### config.mk
export PLATFORM = sky130hd
export DESIGN_NAME = capacity_string_parser_unit
export DESIGN_NICKNAME = d
export VERILOG_FILES = /design/src/rtl/csp_pkg.sv /design/src/rtl/csp_step.sv /design/src/rtl/capacity_string_parser_unit.sv
export SDC_FILE = /design/constraint.sdc
export NUM_CORES = 1
export LEC_CHECK = 0
export ABC_AREA = 0
export BUFFER_PORTS_ARGS = -buffer_cell sky130_fd_sc_hd__buf_4
export CELL_PAD_IN_SITES_DETAIL_PLACEMENT = 1
export CELL_PAD_IN_SITES_GLOBAL_PLACEMENT = 2
export CORE_ASPECT_RATIO = 0.7
export CORE_UTILIZATION = 39
export DETAILED_ROUTE_END_ITERATION = 10
export PLACE_DENSITY = 0.83
export SKIP_CTS_REPAIR_TIMING = 1
export SYNTH_ARGS = -nofsm -noshare
export SYNTH_HDL_FRONTEND = slang
export SYNTH_SLANG_ARGS = --single-unit
### constraint.sdc
create_clock -name i_clk -period 4.9 [get_ports i_clk]
set_input_delay 0.735 -clock i_clk [delete_from_list [all_inputs] [get_ports i_clk]]
set_output_delay 0.735 -clock i_clk [all_outputs]
set_load 0.05 [all_outputs]
### src/rtl/csp_pkg.sv
// capacity string parser package: phase type, character and unit codes,
// and the small character classification helpers
// no dependencies
package csp_pkg;

    typedef enum logic [2:0] {
        PH_INT,
        PH_FRAC,
        PH_SP1,
        PH_UNIT2,
        PH_SP2,
        PH_ERR
    } t_phase;

    localparam logic [7:0] CH_NUL   = 8'h00;
    localparam logic [7:0] CH_SPACE = 8'h20;
    localparam logic [7:0] CH_DOT   = 8'h2e;
    localparam logic [7:0] CH_ZERO  = 8'h30;
    localparam logic [7:0] CH_NINE  = 8'h39;
    localparam logic [7:0] CH_UC_A  = 8'h41;
    localparam logic [7:0] CH_UC_Z  = 8'h5a;
    localparam logic [7:0] CH_CASE  = 8'h20;
    localparam logic [7:0] CH_LC_B  = 8'h62;
    localparam logic [7:0] CH_LC_E  = 8'h65;
    localparam logic [7:0] CH_LC_G  = 8'h67;
    localparam logic [7:0] CH_LC_K  = 8'h6b;
    localparam logic [7:0] CH_LC_M  = 8'h6d;
    localparam logic [7:0] CH_LC_P  = 8'h70;
    localparam logic [7:0] CH_LC_T  = 8'h74;
    localparam logic [7:0] CH_LC_Y  = 8'h79;
    localparam logic [7:0] CH_LC_Z  = 8'h7a;

    localparam logic [3:0] UNIT_B  = 4'd0;
    localparam logic [3:0] UNIT_KB = 4'd1;
    localparam logic [3:0] UNIT_MB = 4'd2;
    localparam logic [3:0] UNIT_GB = 4'd3;
    localparam logic [3:0] UNIT_TB = 4'd4;
    localparam logic [3:0] UNIT_PB = 4'd5;
    localparam logic [3:0] UNIT_EB = 4'd6;
    localparam logic [3:0] UNIT_ZB = 4'd7;
    localparam logic [3:0] UNIT_YB = 4'd8;

    localparam logic [7:0] FRAC_MAX = 8'hff;

    typedef struct packed {
        t_phase     phase;
        logic [7:0] frac;
        logic [3:0] unit;
    } t_ctl;

    function automatic logic [7:0] to_lower(input logic [7:0] c);
        if (c >= CH_UC_A && c <= CH_UC_Z) begin
            return c + CH_CASE;
        end
        return c;
    endfunction

    // prefix letter of a two-letter unit, UNIT_B when none
    function automatic logic [3:0] prefix_index(input logic [7:0] lc);
        logic [3:0] idx;
        unique case (lc)
            CH_LC_K: idx = UNIT_KB;
            CH_LC_M: idx = UNIT_MB;
            CH_LC_G: idx = UNIT_GB;
            CH_LC_T: idx = UNIT_TB;
            CH_LC_P: idx = UNIT_PB;
            CH_LC_E: idx = UNIT_EB;
            CH_LC_Z: idx = UNIT_ZB;
            CH_LC_Y: idx = UNIT_YB;
            default: idx = UNIT_B;
        endcase
        return idx;
    endfunction

    function automatic t_ctl start_unit(input t_ctl c, input logic [7:0] lc);
        t_ctl       n;
        logic [3:0] idx;
        n   = c;
        idx = prefix_index(lc);
        if (lc == CH_LC_B) begin
            n.unit  = UNIT_B;
            n.phase = PH_SP2;
        end else if (idx != UNIT_B) begin
            n.unit  = idx;
            n.phase = PH_UNIT2;
        end else begin
            n.phase = PH_ERR;
        end
        return n;
    endfunction

endpackage

### src/rtl/csp_step.sv
// capacity string parser step: next phase, fraction count, unit and
// mantissa for one non-terminator character; uses csp_pkg
module csp_step
    import csp_pkg::*;
#(
    parameter int MANTISSA_WIDTH = 64
) (
    input  logic [7:0]                i_char,
    input  t_ctl                      i_ctl,
    input  logic [MANTISSA_WIDTH-1:0] i_mant,
    output t_ctl                      o_ctl,
    output logic [MANTISSA_WIDTH-1:0] o_mant
);

    logic [7:0]                lc;
    logic                      digit;
    logic [MANTISSA_WIDTH-1:0] dval;
    logic [MANTISSA_WIDTH-1:0] mac;

    assign lc    = to_lower(i_char);
    assign digit = (i_char >= CH_ZERO) && (i_char <= CH_NINE);
    assign dval  = MANTISSA_WIDTH'(i_char[3:0]);
    // times ten plus digit, wrapping
    assign mac   = (i_mant << 3) + (i_mant << 1) + dval;

    always_comb begin
        o_ctl  = i_ctl;
        o_mant = i_mant;
        unique case (i_ctl.phase)
            PH_INT: begin
                if (digit) begin
                    o_mant = mac;
                end else if (i_char == CH_DOT) begin
                    o_ctl.phase = PH_FRAC;
                end else if (i_char == CH_SPACE) begin
                    o_ctl.phase = PH_SP1;
                end else begin
                    o_ctl = start_unit(i_ctl, lc);
                end
            end
            PH_FRAC: begin
                if (digit) begin
                    o_mant = mac;
                    if (i_ctl.frac != FRAC_MAX) begin
                        o_ctl.frac = i_ctl.frac + 8'd1;
                    end
                end else if (i_char == CH_SPACE) begin
                    o_ctl.phase = PH_SP1;
                end else begin
                    o_ctl = start_unit(i_ctl, lc);
                end
            end
            PH_SP1: begin
                if (i_char != CH_SPACE) begin
                    o_ctl = start_unit(i_ctl, lc);
                end
            end
            PH_UNIT2: begin
                o_ctl.phase = (lc == CH_LC_B) ? PH_SP2 : PH_ERR;
            end
            PH_SP2: begin
                if (i_char != CH_SPACE) begin
                    o_ctl.phase = PH_ERR;
                end
            end
            default: begin
                o_ctl.phase = PH_ERR;
            end
        endcase
    end

endmodule

### src/rtl/capacity_string_parser_unit.sv
// capacity string parser top level: input register, parse state and
// result register; uses csp_pkg and csp_step
//
// One character is taken per transaction and a new one can be accepted in
// every cycle while o_stall is low. Each character is held in the input
// register and from there updates the parse state; the terminator byte 0
// instead loads the result register and restarts the parse, so each result
// is registered behind its terminator. Only the result register can hold
// the pipe: a terminator waits in the input register while a previous
// result is stalled, other characters always pass through.
module capacity_string_parser_unit
    import csp_pkg::*;
#(
    parameter int MANTISSA_WIDTH = 64
) (
    input  logic                      i_clk,
    input  logic                      i_rst_n,
    input  logic                      i_valid,
    output logic                      o_stall,
    input  logic [7:0]                i_char_in,
    output logic                      o_valid,
    input  logic                      i_stall,
    output logic [MANTISSA_WIDTH-1:0] o_mantissa,
    output logic [7:0]                o_frac_digits,
    output logic [3:0]                o_unit_index,
    output logic                      o_status
);

    logic                      r_in_valid;
    logic [7:0]                r_char;
    t_ctl                      r_ctl;
    logic [MANTISSA_WIDTH-1:0] r_mant;
    t_ctl                      n_ctl;
    logic [MANTISSA_WIDTH-1:0] n_mant;
    logic                      r_out_valid;
    logic [MANTISSA_WIDTH-1:0] r_out_mant;
    logic [7:0]                r_out_frac;
    logic [3:0]                r_out_unit;
    logic                      r_out_status;

    logic out_free;
    logic term;
    logic advance;
    logic bad;

    assign out_free = !r_out_valid || !i_stall;
    assign term     = (r_char == CH_NUL);
    assign advance  = r_in_valid && (!term || out_free);
    assign o_stall  = r_in_valid && !advance;
    assign bad      = (r_ctl.phase == PH_ERR) || (r_ctl.phase == PH_UNIT2);

    csp_step #(
        .MANTISSA_WIDTH(MANTISSA_WIDTH)
    ) u_step (
        .i_char(r_char),
        .i_ctl (r_ctl),
        .i_mant(r_mant),
        .o_ctl (n_ctl),
        .o_mant(n_mant)
    );

    always_ff @(posedge i_clk) begin
        if (!i_rst_n) begin
            r_in_valid <= 1'b0;
        end else if (!o_stall) begin
            r_in_valid <= i_valid;
        end
    end

    always_ff @(posedge i_clk) begin
        if (!o_stall) begin
            r_char <= i_char_in;
        end
    end

    always_ff @(posedge i_clk) begin
        if (!i_rst_n) begin
            r_ctl  <= '{phase: PH_INT, frac: '0, unit: UNIT_B};
            r_mant <= '0;
        end else if (advance) begin
            if (term) begin
                r_ctl  <= '{phase: PH_INT, frac: '0, unit: UNIT_B};
                r_mant <= '0;
            end else begin
                r_ctl  <= n_ctl;
                r_mant <= n_mant;
            end
        end
    end

    always_ff @(posedge i_clk) begin
        if (!i_rst_n) begin
            r_out_valid <= 1'b0;
        end else if (advance && term) begin
            r_out_valid <= 1'b1;
        end else if (!i_stall) begin
            r_out_valid <= 1'b0;
        end
    end

    always_ff @(posedge i_clk) begin
        if (advance && term) begin
            r_out_mant   <= bad ? '0 : r_mant;
            r_out_frac   <= bad ? '0 : r_ctl.frac;
            r_out_unit   <= bad ? UNIT_B : r_ctl.unit;
            r_out_status <= bad;
        end
    end

    assign o_valid       = r_out_valid;
    assign o_mantissa    = r_out_mant;
    assign o_frac_digits = r_out_frac;
    assign o_unit_index  = r_out_unit;
    assign o_status      = r_out_status;

    a_invalid_zero: assert property (@(posedge i_clk) disable iff (!i_rst_n)
        (o_valid && o_status) |->
            (o_mantissa == '0 && o_frac_digits == '0 && o_unit_index == UNIT_B))
        else $error("invalid result carries nonzero fields");

    a_unit_range: assert property (@(posedge i_clk) disable iff (!i_rst_n)
        o_valid |-> (o_unit_index <= UNIT_YB))
        else $error("unit index out of range");

    a_term_restart: assert property (@(posedge i_clk) disable iff (!i_rst_n)
        (advance && term) |=>
            (r_out_valid && r_ctl.phase == PH_INT && r_mant == '0 && r_ctl.frac == '0))
        else $error("terminator did not emit a result and restart the parse");

    a_frac_phase: assert property (@(posedge i_clk) disable iff (!i_rst_n)
        (r_ctl.phase == PH_INT) |-> (r_ctl.frac == '0 && r_ctl.unit == UNIT_B))
        else $error("fraction count or unit set during integer digits");

    a_only_term_stalls: assert property (@(posedge i_clk) disable iff (!i_rst_n)
        o_stall |-> (term && r_out_valid && i_stall))
        else $error("input held without a stalled result ahead of a terminator");

endmodule
==> qor.log <==
[run_status] run status complete, no violations
[clock_network] Root Buffer sky130_fd_sc_hd__clkbuf_16
[routing] count of antenna-violating nets left after detailed routing 0
[critical_path] cells along the critical path ha_1, ha_1, inv_1, fa_1, and2b_1, o2111ai_1, a2111o_1, nand4_1, o21ai_1, o41ai_2, o31ai_2, o31ai_2, xnor2_1, o21ai_1
[cells_and_area] antenna cell count 0
[yosys] dominant combinational cell family by area after synthesis compound AO/OA/AOI/OAI gates
[yosys] fraction of the mapped netlist area in simple logic gates 18.50%
[cells_and_area] number of filler cells placed in the layout 3072
[cells_and_area] area occupied by registers 4174 um2
[yosys] number of instances in the synthesized netlist 1160
[timing] final critical path time including I/O delays and setup 4148 ps
[power_and_ir_drop] part of the total power dissipated in the clock network 47.9%
[floorplanning] number of top-level design ports 91
[power_and_ir_drop] reported net switching power 693.0 uW
[clock_network] number of H-tree branching levels 4
[yosys] Post-Syn Nets 1299
[timing] Final Slew Violations 0
[clock_network] clock slew seen by the registers of the worst setup and hold paths 70 ps
[yosys] post-synthesis compound-gate area fraction 19.69%
[routing] remaining routing DRC violations 0
[global_routing] total gr overflow 0
[power_and_ir_drop] internal portion of total power 2.245 mW
[yosys] post-synthesis cell area 10960 um2
[yosys] Post-synth EDFFs 85
[yosys] number of distinct library cells after synthesis 78
[timing] total of endpoints with negative setup slack in the final report 0
[floorplanning] die width 202.4 um
[yosys] fraction of synthesized cell area in xor and xnor cells 4.794%
[routing] vias post-DR 8874
[routing] total wire length 31.12 mm
[yosys] Post-Synth Adder-Cell Area 14.63%
[place] last weighted congestion value of the routability-driven placer 0.8568
[global_routing] via count of the first global-routing pass 8874
[critical_path] worst path required time 5210 ps
[routing] first drt pass iteration count 5
[job] number of maximum-capacitance constraint violations 0
[timing] unrepaired setup endpoints after global routing false
[clock_network] Clock Latency Late Sink 450 ps
[clock_network] clock tree from TritonCTS yes
[floorplanning] row count 50
[critical_path] startpoint type of the worst setup path register
[routing] post-detailed-route via-to-cell ratio 5.595
[yosys] number of synthesis warnings 0
[critical_path] worst-path cell with the longest stage delay sky130_fd_sc_hd__edfxtp_1
[cells_and_area] area of the multi-input gates 6386 um2
[power_and_ir_drop] pwr dens 235.9 nW/um2
[cells_and_area] leading cell type in the layout, fill and taps excluded sky130_fd_sc_hd__ha_1
[timing] fmax 0.2411 GHz
[yosys] proportion of synthesized area in mux cells 0.5479%
[floorplanning] starting utilization of the core area 40.37%
[cells_and_area] ratio of cells with drive above 1 in the final layout 12.77%
[timing] portion of the clock cycle consumed by the worst path in the final layout 84.65%
[cells_and_area] net total in the final layout 1348
[place] HPWL after detailed placement 23.55 mm
[critical_path] number of buffer and inverter instances along the worst setup path 1
[global_routing] global-route wire length before repair 49.92 mm
[cells_and_area] utilization after layout 45.86%
[timing] Max Clock Skew 10.02 ps
[floorplanning] die outline area 28790 um2
[global_routing] global-route total usage across every layer 22.00%
[yosys] #FFs+latches synth 166
[global_routing] number of antenna violations at the first check in global routing 0
[worst_hold_path] worst min-delay path class register to register
[critical_path] CP arrival 4460 ps
[yosys] mean post-synth cell area 9.450 um2
[timing] actual slew at the worst max-slew pin 1177 ps
[yosys] most used flip-flop cell after synthesis sky130_fd_sc_hd__edfxtp_1
[place] Post-Place Worst Slack 805.9 ps
[critical_path] Critical Path End Type register
[yosys] sequential area share after synthesis 38.08%
[timing] final count of hold timing violations 0
[routing] routed wire length per instance 19.62 um
[global_routing] pin count of the biggest net entering global routing 77
[place] total of buffers placed on input and output ports 90
[power_and_ir_drop] Peak VDD IR 184.8 uV
[cells_and_area] Layout Area Growth over Synthesis 13.59%
[clock_network] Clock Tree Buf Depth 2
[clock_network] sinks on the clock net 166
[power_and_ir_drop] switching share of total power 23.59%
[power_and_ir_drop] Sequential Power Share 49.8%
[critical_path] maximum fanout encountered on the critical timing path 9
[floorplanning] core region area 27150 um2
[power_and_ir_drop] reported leakage power 5.554 nW
[critical_path] gate family responsible for the most delay along the worst path compound AO/OA/AOI/OAI gates
[cells_and_area] most used cells in the layout excluding fill and tap cells sky130_fd_sc_hd__ha_1 (125), sky130_fd_sc_hd__buf_4 (99), sky130_fd_sc_hd__a21oi_1 (87)
[clock_network] TritonCTS buffer count 17
[power_and_ir_drop] Logic pwr share 2.2%
[yosys] Async SR Flop Fraction 0%
[routing] 1st-iter DRT viols 546
[timing] sum of negative setup slack 0 ps
[timing] Final Worst Setup Slack 751.9 ps
[floorplanning] vertical die dimension 142.3 um
[critical_path] Crit path largest cell delay 570 ps
[critical_path] Setup CP Type register to register
[timing] worst slew slack as a fraction of its limit 21.24%
[timing] minimum hold slack 454.8 ps
## power groups by stage
| stage | Combinational (mW) | Clock [mW] | Sequential [mW] |
|---|---|---|---|
| after CTS | 0.0661 | 1.43 | 1.46 |
| after global placement | 0.0644 | 0 | 1.49 |
| after floorplan | 0.0480 | 0 | 1.49 |
| after global routing | 0.0721 | 1.48 | 1.46 |
| final | 0.0660 | 1.41 | 1.46 |
| after detailed placement | 0.0655 | 0 | 1.50 |
## flip-flops by register name, indices dropped and copies added (netlist names)
| signal | count |
|---|---|
| o_frac_digits | 8 |
| o_mantissa | 64 |
| o_status | 1 |
| o_unit_index | 4 |
| o_valid | 1 |
| r_char | 8 |
| r_ctl | 15 |
| r_in_valid | 1 |
| r_mant | 64 |
## final cells by class
type | instances | area share, %
sequential | 166 | 33.52
timing repair buffer | 99 | 5.969
clock buffer | 17 | 3.416
clock inverter | 15 | 1.357
inverter | 26 | 0.7938
multi-input combinational | 899 | 51.29
tap | 364 | 3.658
## logic make-up (layout without fill, tap and decap cells)
kind of cell	after synthesis	after routing
DFF	166	166
buffers and inverters	95	157
adders and majority gates	127	127
muxes	6	6
xor gates and xnor gates	60	60
and+or+nand+nor	379	379
AOI/OAI and AO/OA	327	327
## per-stage QoR
stage | power, mW | cells | instance area [um2]
floorplan | 1.537 | 1160 | 10960
global route | 3.017 | 1586 | 12450
CTS | 2.963 | 1586 | 12450
global placement | 1.559 | 1554 | 11860
finish | 2.938 | 1586 | 12450
detailed placement | 1.561 | 1554 | 11860
## worst min-delay path: stages (launching register included)
cell	delay [ps]
sky130_fd_sc_hd__dfxtp_1	310
sky130_fd_sc_hd__nand2_1	50
sky130_fd_sc_hd__a21boi_1	50
## Yosys cell counts (all sizes together), types with 4 or more instances
master     n  area [um2]
mux2i      6       60.06
a21o      45       337.8
xnor2     36       315.3
nor2b     41       256.5
a21boi     8       60.05
edfxtp    85        2552
nand3     25       125.1
and3       8       50.05
a21oi     88       444.2
o2111ai    5       43.79
inv       26       97.59
nand2     82       310.3
o211ai     6       45.04
ha       125        1564
buf       28       160.1
and2      82       515.5
a211oi     8       60.06
nor2      60       227.7
dfxtp     81        1622
nand2b    12       77.58
nor4       6       58.80
a22oi     23       172.7
o21ai     67       346.6
clkbuf    41       153.9
o21bai    13       97.59
or3        7       48.80
nand4     25       156.4
nor3      16       85.08
o41ai      4       61.32
xor2      24       210.2
o22ai      7       50.05
o21a      10       75.07
o31ai      7       67.57
a31oi     11       68.82
## metal layers
layer	part of all wire, %	wire [um]	track usage (%)
met5	0	0	0
met4	1.0	310	4.472
met3	3.4	1069	3.617
met1	54	16920	33.87
met2	41	12820	31.83
## path summary, 6_finish.rpt
check	to	cells past startpoint	slack, ps	from
worst max-delay path	r_mant[62]	14	750	r_char[2]
worst min-delay path	r_ctl[1]	2	450	r_ctl[1]
worst max register to register	r_mant[62]	14	750	r_char[2]
worst min register to register	r_ctl[1]	2	450	r_ctl[1]
No activity file was read; power rests on OpenSTA's default activity.
